$ cat src/rtl/byc_pkg.sv
// ----------------------------------------------------------------------------
// byc_pkg
// shared widths, colour matrix coefficients, register indexes and types
// ----------------------------------------------------------------------------
package byc_pkg;

    localparam int COMP_W      = 8;
    localparam int FRAC_W      = 16;
    localparam int COEF_W      = 16;
    localparam int PROD_W      = COMP_W + COEF_W;
    localparam int ACC_W       = PROD_W + 2;
    localparam int CFG_INDEX_W = 8;
    localparam int CFG_DATA_W  = 8;
    localparam int IN_TDATA_W  = 4 * COMP_W;
    localparam int OUT_TDATA_W = 6 * COMP_W;

    // q0.16 magnitudes
    localparam logic [COEF_W-1:0] C_Y_R = 16'd19595;
    localparam logic [COEF_W-1:0] C_Y_G = 16'd38470;
    localparam logic [COEF_W-1:0] C_Y_B = 16'd7471;
    localparam logic [COEF_W-1:0] C_U_R = 16'd11076;
    localparam logic [COEF_W-1:0] C_U_G = 16'd21692;
    localparam logic [COEF_W-1:0] C_U_B = 16'd32768;
    localparam logic [COEF_W-1:0] C_V_R = 16'd32768;
    localparam logic [COEF_W-1:0] C_V_G = 16'd27460;
    localparam logic [COEF_W-1:0] C_V_B = 16'd5308;

    localparam logic signed [ACC_W-1:0] C_OFFSET = ACC_W'(128 * 65536);

    localparam logic [CFG_INDEX_W-1:0] CFG_CHROMA_MODE  = CFG_INDEX_W'(0);
    localparam logic [CFG_INDEX_W-1:0] CFG_ALPHA_ENABLE = CFG_INDEX_W'(1);

    typedef struct packed {
        logic [COMP_W-1:0] alpha;
        logic [COMP_W-1:0] red;
        logic [COMP_W-1:0] green;
        logic [COMP_W-1:0] blue;
        logic              line_start;
    } t_bgra;

    typedef struct packed {
        logic [COMP_W-1:0] y;
        logic [COMP_W-1:0] u;
        logic [COMP_W-1:0] v;
        logic [COMP_W-1:0] alpha;
        logic              line_start;
    } t_yuv;

    typedef struct packed {
        logic chroma_mode;
        logic alpha_enable;
    } t_cfg;

endpackage

$ cat src/rtl/bgra_to_yuv_converter.sv
// an accepted pixel passes the input register, the colour matrix register and
// the pairing output register; in 4:2:2 the result follows the odd pixel of a pair
// throughput: one pixel per cycle when the output is not stalled, set by the
// three-register pipeline (input, colour matrix and pairing output registers)
// reset: synchronous active low; clears valids, pair phase and both config registers
// ----------------------------------------------------------------------------
// bgra_to_yuv_converter
// bgra pixel stream to full-range y/u/v, 4:4:4 or pair-averaged 4:2:2
// ----------------------------------------------------------------------------
module bgra_to_yuv_converter (
    input  logic                                i_clk,
    input  logic                                i_rst_n,
    input  logic                                i_cfg_valid,
    output logic                                o_cfg_ready,
    input  logic [byc_pkg::CFG_INDEX_W-1:0]     i_cfg_index,
    input  logic [byc_pkg::CFG_DATA_W-1:0]      i_cfg_data,
    input  logic                                s_axis_tvalid,
    output logic                                s_axis_tready,
    // blue, green, red, alpha_in
    input  logic [byc_pkg::IN_TDATA_W-1:0]      s_axis_tdata,
    // line_start
    input  logic                                s_axis_tuser,
    output logic                                m_axis_tvalid,
    input  logic                                m_axis_tready,
    // luma_first, luma_second, chroma_u, chroma_v, alpha_first, alpha_second
    output logic [byc_pkg::OUT_TDATA_W-1:0]     m_axis_tdata
);
    import byc_pkg::*;

    t_cfg  r_cfg;
    t_bgra in_pix;
    t_yuv  csc_pix;
    logic  csc_valid;
    logic  pair_ready;

    assign o_cfg_ready = 1'b1;

    always_ff @(posedge i_clk) begin
        if (!i_rst_n) begin
            r_cfg <= '0;
        end else if (i_cfg_valid) begin
            case (i_cfg_index)
                CFG_CHROMA_MODE: begin
                    r_cfg.chroma_mode <= i_cfg_data[0];
                end
                CFG_ALPHA_ENABLE: begin
                    r_cfg.alpha_enable <= i_cfg_data[0];
                end
                default: begin
                end
            endcase
        end
    end

    always_comb begin
        in_pix.blue       = s_axis_tdata[COMP_W-1:0];
        in_pix.green      = s_axis_tdata[2*COMP_W-1:COMP_W];
        in_pix.red        = s_axis_tdata[3*COMP_W-1:2*COMP_W];
        in_pix.alpha      = s_axis_tdata[4*COMP_W-1:3*COMP_W];
        in_pix.line_start = s_axis_tuser;
    end

    byc_csc u_csc (
        .i_clk   (i_clk),
        .i_rst_n (i_rst_n),
        .i_valid (s_axis_tvalid),
        .o_ready (s_axis_tready),
        .i_pix   (in_pix),
        .o_valid (csc_valid),
        .i_ready (pair_ready),
        .o_pix   (csc_pix)
    );

    byc_pair u_pair (
        .i_clk   (i_clk),
        .i_rst_n (i_rst_n),
        .i_cfg   (r_cfg),
        .i_valid (csc_valid),
        .o_ready (pair_ready),
        .i_pix   (csc_pix),
        .o_valid (m_axis_tvalid),
        .i_ready (m_axis_tready),
        .o_data  (m_axis_tdata)
    );

endmodule

$ cat src/rtl/byc_csc.sv
// ----------------------------------------------------------------------------
// byc_csc
// input register, colour matrix with floor and clamp, result register
// ----------------------------------------------------------------------------
module byc_csc (
    input  logic           i_clk,
    input  logic           i_rst_n,
    input  logic           i_valid,
    output logic           o_ready,
    input  byc_pkg::t_bgra i_pix,
    output logic           o_valid,
    input  logic           i_ready,
    output byc_pkg::t_yuv  o_pix
);
    import byc_pkg::*;

    logic              r_in_valid;
    t_bgra             r_in;
    logic              r_out_valid;
    t_yuv              r_out;
    logic              s2_ready;
    logic [PROD_W-1:0] p_yr, p_yg, p_yb, p_ur, p_ug, p_ub, p_vr, p_vg, p_vb;
    logic signed [ACC_W-1:0] y_acc, u_acc, v_acc;
    t_yuv              n_out;

    function automatic logic [COMP_W-1:0] sat_q16(input logic signed [ACC_W-1:0] acc);
        logic [COMP_W-1:0] res;
        if (acc[ACC_W-1]) begin
            res = '0;
        end else if (|acc[ACC_W-2:FRAC_W+COMP_W]) begin
            res = '1;
        end else begin
            res = acc[FRAC_W+COMP_W-1:FRAC_W];
        end
        return res;
    endfunction

    assign s2_ready = !r_out_valid || i_ready;
    assign o_ready  = !r_in_valid || s2_ready;

    assign p_yr = PROD_W'(r_in.red)   * PROD_W'(C_Y_R);
    assign p_yg = PROD_W'(r_in.green) * PROD_W'(C_Y_G);
    assign p_yb = PROD_W'(r_in.blue)  * PROD_W'(C_Y_B);
    assign p_ur = PROD_W'(r_in.red)   * PROD_W'(C_U_R);
    assign p_ug = PROD_W'(r_in.green) * PROD_W'(C_U_G);
    assign p_ub = PROD_W'(r_in.blue)  * PROD_W'(C_U_B);
    assign p_vr = PROD_W'(r_in.red)   * PROD_W'(C_V_R);
    assign p_vg = PROD_W'(r_in.green) * PROD_W'(C_V_G);
    assign p_vb = PROD_W'(r_in.blue)  * PROD_W'(C_V_B);

    assign y_acc = $signed({2'b00, p_yr}) + $signed({2'b00, p_yg})
                 + $signed({2'b00, p_yb});
    assign u_acc = C_OFFSET - $signed({2'b00, p_ur}) - $signed({2'b00, p_ug})
                 + $signed({2'b00, p_ub});
    assign v_acc = C_OFFSET + $signed({2'b00, p_vr}) - $signed({2'b00, p_vg})
                 - $signed({2'b00, p_vb});

    always_comb begin
        n_out.y          = sat_q16(y_acc);
        n_out.u          = sat_q16(u_acc);
        n_out.v          = sat_q16(v_acc);
        n_out.alpha      = r_in.alpha;
        n_out.line_start = r_in.line_start;
    end

    always_ff @(posedge i_clk) begin
        if (!i_rst_n) begin
            r_in_valid  <= 1'b0;
            r_out_valid <= 1'b0;
        end else begin
            if (o_ready) begin
                r_in_valid <= i_valid;
            end
            if (s2_ready) begin
                r_out_valid <= r_in_valid;
            end
        end
    end

    always_ff @(posedge i_clk) begin
        if (o_ready && i_valid) begin
            r_in <= i_pix;
        end
        if (s2_ready && r_in_valid) begin
            r_out <= n_out;
        end
    end

    assign o_valid = r_out_valid;
    assign o_pix   = r_out;

endmodule

$ cat src/rtl/byc_pair.sv
// ----------------------------------------------------------------------------
// byc_pair
// 4:4:4 pass-through or 4:2:2 pairing with chroma averaging, alpha gating and output register
// ----------------------------------------------------------------------------
module byc_pair (
    input  logic                             i_clk,
    input  logic                             i_rst_n,
    input  byc_pkg::t_cfg                    i_cfg,
    input  logic                             i_valid,
    output logic                             o_ready,
    input  byc_pkg::t_yuv                    i_pix,
    output logic                             o_valid,
    input  logic                             i_ready,
    output logic [byc_pkg::OUT_TDATA_W-1:0]  o_data
);
    import byc_pkg::*;

    logic                   r_phase;
    logic [COMP_W-1:0]      r_held_luma, r_held_u, r_held_v, r_held_alpha;
    logic                   r_valid;
    logic [OUT_TDATA_W-1:0] r_data;
    logic                   n_phase;
    logic [OUT_TDATA_W-1:0] n_data;
    logic                   accept, emit, hold;
    logic [COMP_W:0]        sum_u, sum_v;
    logic [COMP_W-1:0]      alpha_a, alpha_b;

    assign o_ready = !r_valid || i_ready;
    assign accept  = i_valid && o_ready;
    assign emit    = accept && (!i_cfg.chroma_mode || (r_phase && !i_pix.line_start));
    assign hold    = accept && !emit;

    assign sum_u = {1'b0, r_held_u} + {1'b0, i_pix.u};
    assign sum_v = {1'b0, r_held_v} + {1'b0, i_pix.v};

    always_comb begin
        n_phase = r_phase;
        if (accept) begin
            n_phase = hold;
        end
        if (i_cfg.chroma_mode) begin
            alpha_a = i_cfg.alpha_enable ? r_held_alpha : '0;
            alpha_b = i_cfg.alpha_enable ? i_pix.alpha : '0;
            n_data  = {alpha_b, alpha_a, sum_v[COMP_W:1], sum_u[COMP_W:1],
                       i_pix.y, r_held_luma};
        end else begin
            alpha_a = i_cfg.alpha_enable ? i_pix.alpha : '0;
            alpha_b = '0;
            n_data  = {alpha_b, alpha_a, i_pix.v, i_pix.u, COMP_W'(0), i_pix.y};
        end
    end

    always_ff @(posedge i_clk) begin
        if (!i_rst_n) begin
            r_phase <= 1'b0;
            r_valid <= 1'b0;
        end else begin
            r_phase <= n_phase;
            if (emit) begin
                r_valid <= 1'b1;
            end else if (i_ready) begin
                r_valid <= 1'b0;
            end
        end
    end

    always_ff @(posedge i_clk) begin
        if (hold) begin
            r_held_luma  <= i_pix.y;
            r_held_u     <= i_pix.u;
            r_held_v     <= i_pix.v;
            r_held_alpha <= i_pix.alpha;
        end
        if (emit) begin
            r_data <= n_data;
        end
    end

    assign o_valid = r_valid;
    assign o_data  = r_data;

endmodule

$ cat config.mk
export PLATFORM = sky130hd
export DESIGN_NAME = bgra_to_yuv_converter
export DESIGN_NICKNAME = d
export VERILOG_FILES = /design/src/rtl/byc_pkg.sv /design/src/rtl/bgra_to_yuv_converter.sv /design/src/rtl/byc_csc.sv /design/src/rtl/byc_pair.sv
export SDC_FILE = /design/constraint.sdc
export NUM_CORES = 1
export LEC_CHECK = 0
export BUFFER_PORTS_ARGS = -buffer_cell sky130_fd_sc_hd__buf_2
export CAP_MARGIN = 20
export CORE_ASPECT_RATIO = 0.75
export CORE_MARGIN = 1
export CORE_UTILIZATION = 41
export CTS_CLUSTER_SIZE = 12
export DETAILED_ROUTE_END_ITERATION = 12
export PLACE_DENSITY = 0.64
export SYNTH_ARGS = -nofsm -noshare
export SYNTH_HDL_FRONTEND = slang
export SYNTH_SLANG_ARGS = --single-unit
export TNS_END_PERCENT = 10
$ cat constraint.sdc
create_clock -name i_clk -period 15.9 [get_ports i_clk]
set_input_delay 1.59 -clock i_clk [delete_from_list [all_inputs] [get_ports i_clk]]
set_output_delay 1.59 -clock i_clk [all_outputs]
set_load 0.02 [all_outputs]
; Word-level counts from Yosys, hierarchy flattened
; Index checks and enable logic that the tools add are counted.
[classes]
n_mul = 7
muxes = 8
n_addsub = 10
eq_ne = 1
reduce_logical = 20
[op_table]
columns = op, count
row1 = 8-bit by 13-bit multiplier with 21-bit output (second input constant), 3
row2 = 26-bit by 24-bit subtractor with 26-bit output, 2
row3 = 8-bit by 15-bit multiplier with 23-bit output (second input constant), 2
row4 = 40-bit 2-to-1 mux, 1
row5 = 8-bit 2-to-1 mux, 5
row6 = 26-bit by 22-bit adder with 26-bit output, 1
row7 = 26-bit by 24-bit adder with 26-bit output, 1
row8 = 26-bit by 22-bit subtractor with 26-bit output, 1
row9 = 23-bit by 24-bit adder with 25-bit output, 1
row10 = 24-bit by 23-bit adder with 25-bit output (first input constant), 1
row11 = 24-bit by 22-bit subtractor with 25-bit output (first input constant), 1
row12 = 8-bit by 12-bit multiplier with 20-bit output (second input constant), 1
row13 = 8-bit by 11-bit multiplier with 19-bit output (second input constant), 1
row14 = 8-bit by 8-bit adder with 9-bit output, 2
row15 = 8-bit by 1-bit == test with 1-bit output (second input constant), 1
row16 = 8-bit zero test, 1
row17 = 1-bit logical AND, 6
row18 = 1-bit zero test, 6
row19 = 1-bit logical OR, 4
row20 = 2-bit AND reduction, 2
row21 = 1-bit 2-to-1 mux, 2
row22 = 2-bit nonzero test, 1
[word_totals]
register_bits = 152
word_cells = 68

; Longest topological paths before layout
[depth]
ltp_word = 6
mapped_depth = 36

; Modules after synthesis
; From an unflattened synthesis, not the netlist that was laid out.
[unflattened]
hier_cells = 1965
hier_area_um2 = 20333.3
[by_module_without_submodules]
columns = module, n_inst, area_per_inst_um2, cells_per_inst
row1 = byc_csc, 1, 16580.9, 1706
row2 = byc_pair, 1, 3638.5, 245
row3 = bgra_to_yuv_converter, 1, 113.9, 14

; Least setup slack after synthesis
; Ideal clock, no wire load.
[synth_timing]
kind = flip-flop to flip-flop
from = register u_csc.r_in[15] in the netlist's numbering
to = register u_csc.r_out, in the netlist u_csc.o_pix[31] (data pin)
n_path_buf = 1
setup_slack_ns = 7.779
setup_time_ns = 0.157
arrival_ns = 7.964
path_stages_with_launch = 36
path_cell_list = edfxtp_1 ha_1 inv_1 fa_1 fa_1 inv_1 ha_1 nand2_1 o21ba_2 o21ai_0 a221o_1 a21oi_1 xnor2_1 ha_1 ha_1 fa_1 inv_1 fa_1 inv_1 ha_1 nand2_1 o21ai_0 o31ai_1 nand2b_1 a21oi_1 nor2b_1 o311a_1 ha_1 a21o_1 a21o_1 a21o_1 a41o_1 nand3_1 and3b_1 clkbuf_1 nor3_1
[synth_between]
elab_chain_cells = 4
[synth_lines]
columns = item, line
row1 = from (decl), byc_csc.sv:18  ; t_bgra r_in;
row2 = from (signal assigned), byc_csc.sv:82  ; r_in <= i_pix;
row3 = 8-bit by 15-bit multiplier with 23-bit output (*), byc_csc.sv:42  ; assign p_yg = PROD_W'(r_in.green) * PROD_W'(C_Y_G);
row4 = 23-bit by 24-bit adder with 25-bit output (*), byc_csc.sv:51  ; assign y_acc = $signed({2'b00, p_yr}) + $signed({2'b00, p_yg})
row5 = 26-bit by 22-bit adder with 26-bit output (*), byc_csc.sv:52  ; + $signed({2'b00, p_yb});
row6 = 8-bit 2-to-1 mux, byc_csc.sv:30  ; end else if (|acc[ACC_W-2:FRAC_W+COMP_W]) begin
row7 = to (signal assigned), byc_csc.sv:85  ; r_out <= n_out;
row8 = to (decl), byc_csc.sv:20  ; t_yuv r_out;
; Mark *: on every way between the ends. The rest lies on a longest branch, timed or not.
; A chain may end at the register's enable or synchronous reset.

; Worst setup path in the final report
; Same ends and word-level chain as after synthesis.

==> impl_metrics.ini <==
[run_status]
outcome = finished, final reports clean

[synthesis]
synthCells = 2014
synth_fp_nets = 2661
ys_top_cells_by_area = ha_1 (27%), edfxtp_1 (22%), fa_1 (16%), inv_1 (7.0%), xnor2_1 (4.0%)
syn_area_um2 = 20300
synth_edf_count = 146
synthTopCellsByCount = ha_1 (434), inv_1 (381), fa_1 (159)
synth_top_cell_by_area = ha_1
synth_warnings = 0
synth_area_per_cell_um2 = 10.1
synthFlopType = edfxtp_1
synth.top_cell.area_share_pct = 26.7
synthMostInstantiatedCell = ha_1
ys_ff_latch = 152
yosysSeqAreaShare_pct = 22.2
synth-async-reset-ratio_pct = 0
synthDistinctLibCells = 79

[min_path]
min_path_type = reg -> reg
min_path_cells = 0
hp-start = u_csc.n_out[2]$_DFFE_PP_
hold_end = u_csc.o_pix[2]$_DFFE_PP_

[drt]
wl_per_cell_um = 16.8
num_vias = 14530
drt_wl_total_um = 46600
viasPerCell = 5.23
final_antenna_net_count = 0
drt_iter0_markers = 935
drc = 0
dr.pass1.iters = 6

[setup_path]
crit_top_cell = ha_1
cpPeakStageDelay_ns = 0.71
crit_fanout = 13
rr_worst_depth = 34
end_kind = flip-flop
ff2ff_setup_slack_ns = 5.97
crit_type = reg -> reg
required_ns = 16.06
critPathLaunchType = flip-flop
r2r_start = u_csc.r_in[15]$_DFFE_PP_
cp.arrival_ns = 10.08
crit_slowest_cell = edfxtp_1
r2r-end = u_csc.o_pix[31]$_SDFFCE_PP0P_

[sta]
max_clock_freq_ghz = 0.101
hold_viol = 0
finalSetupTns_ns = 0
finalCritPeriodShare_pct = 62.4
slew_headroom_pct = 38.4
worst_slew_pin_slew_ns = 0.922
min_period_ns = 9.93
slew_viol_final = 0
finalSetupViolations = 0
fin_skew_ns = 0.0411
whs_ns = 0.416
rsz0062_at_grt = false

[cts]
clkTransAtPathRegs_ns = 0.07
clk_latency_ns = 0.47
h-tree-depth = 4
cts.path.max_buffers = 2
root_buffer = clkbuf_16
hold_buffers = 0
tritoncts = done
clock-sinks = 152
cts_made_buffers = 17
cts_setup_buffers = 0
ctsResizeCount = 0

[grt]
grt_pass1_wl_um = 75300
grt_antenna_before_repair = 1
grt_max_degree = 55
gr-total-overflow = 0
track_usage_pct = 19.2
grt_pass1_vias = 14559

[die]
die_area_um2 = 50500
core_area_um2 = 48800
die_w_um = 259
start_util_pct = 41.6
rows = 70
ios = 105
die_h_um = 195

[cells_and_area]
area_growth_pct = 9.56
fillCellCount = 4584
drive_gt1_share_pct = 8.87
layout.nets = 2764
utilization_pct = 45.6
final_area_um2 = 22300

[place]
placed_area_um2 = 21600
io_buffers = 96
hpwl_um = 39200
routabilityCongestion = 0.920

[run]
cap_violations = 0
-- registers in the layout (all words and copies together), names as in the netlist --
name / cells
u_csc.r_in: 24
u_csc.o_pix: 33
u_pair.r_held_u: 8
u_pair.r_held_luma: 8
u_pair.r_phase: 1
u_csc.o_valid: 1
r_cfg: 2
u_pair.o_data: 48
u_pair.r_held_v: 8
u_csc.n_out: 9
u_pair.o_valid: 1
u_pair.r_held_alpha: 8
u_csc.r_in_valid: 1
-- how the worst max path moves through the flow --
stage	startpoint	endpoint	slack [ns]	cells after the start
2_1_floorplan	u_csc.r_in[15]$_DFFE_PP_	u_csc.o_pix[31]$_SDFFCE_PP0P_	7.78	35
3_3_place_gp	u_csc.r_in[15]$_DFFE_PP_	u_csc.o_pix[31]$_SDFFCE_PP0P_	6.25	34
3_5_place_dp	u_csc.r_in[15]$_DFFE_PP_	u_csc.o_pix[31]$_SDFFCE_PP0P_	6.17	34
4_1_cts	u_csc.r_in[15]$_DFFE_PP_	u_csc.o_pix[31]$_SDFFCE_PP0P_	6.07	34
5_1_grt	u_csc.r_in[15]$_DFFE_PP_	u_csc.o_pix[31]$_SDFFCE_PP0P_	5.55	34
6_report	u_csc.r_in[15]$_DFFE_PP_	u_csc.o_pix[31]$_SDFFCE_PP0P_	5.97	34
-- cells in the final DEF, fill, tap and decap left out, drive strengths merged, types with 39 or more instances in the layout --
| master | n |
|---|---|
| fa | 159 |
| a21o | 42 |
| edfxtp | 146 |
| buf | 102 |
| ha | 434 |
| nor2 | 83 |
| nor3 | 39 |
| xnor2 | 93 |
| o21ai | 52 |
| xor2 | 44 |
| nand2 | 51 |
| inv | 391 |
| a21oi | 126 |
-- final cells by class --
class	count	area (um2)	share of cell area, %
clock inverters	12	155	0.697
clock buffers	20	457	2.05
flip-flops and latches	152	4510	20.2
well taps	648	811	3.64
repair buffers	102	546	2.45
inverters	384	1440	6.48
multi-input cells	1460	14300	64.4
diodes	1	2.50	0.0112
-- cells by family after synthesis --
logic type / share of synthesized area [%]
AO/OA/AOI/OAI: 11.8
AND/OR/NAND/NOR: 8.40
multiplexers: 1.79
adder cells (fa/ha/maj): 42.4
XOR/XNOR: 5.94
flip-flops: 22.2
buffers and inverters: 7.45
other: 0.0185
-- through the flow --
stage	setup slack, ns	cells
after floorplan	7.78	2014
after global placement	6.25	2745
after detailed placement	6.17	2745
after CTS	6.07	2777
after global routing	5.55	2778
final	5.97	2779
-- worst max-delay path: cells and delay by family, from the launching register on --
kind	cells	cell delay [ns]
adder cells (fa/ha/maj)	10	4.28
flip-flops	1	0.71
buffers and inverters	4	0.31
AND/OR/NAND/NOR	7	1.41
XOR/XNOR	1	0.17
AO/OA/AOI/OAI	12	2.75
-- metal layers --
metal	GRT usage (%)	routed length [um]	part of all wire (%)	vias up
met5	0	0	0	-
met4	3.48	454	0.97	0
met3	3.38	2400	5.2	25
met2	29.1	19500	42	281
met1	28.7	24300	52	7055
li1	-	-	-	7169
Power is not shown: default switching activity piles up to over one toggle a cycle in this logic, so the estimate is an artifact.
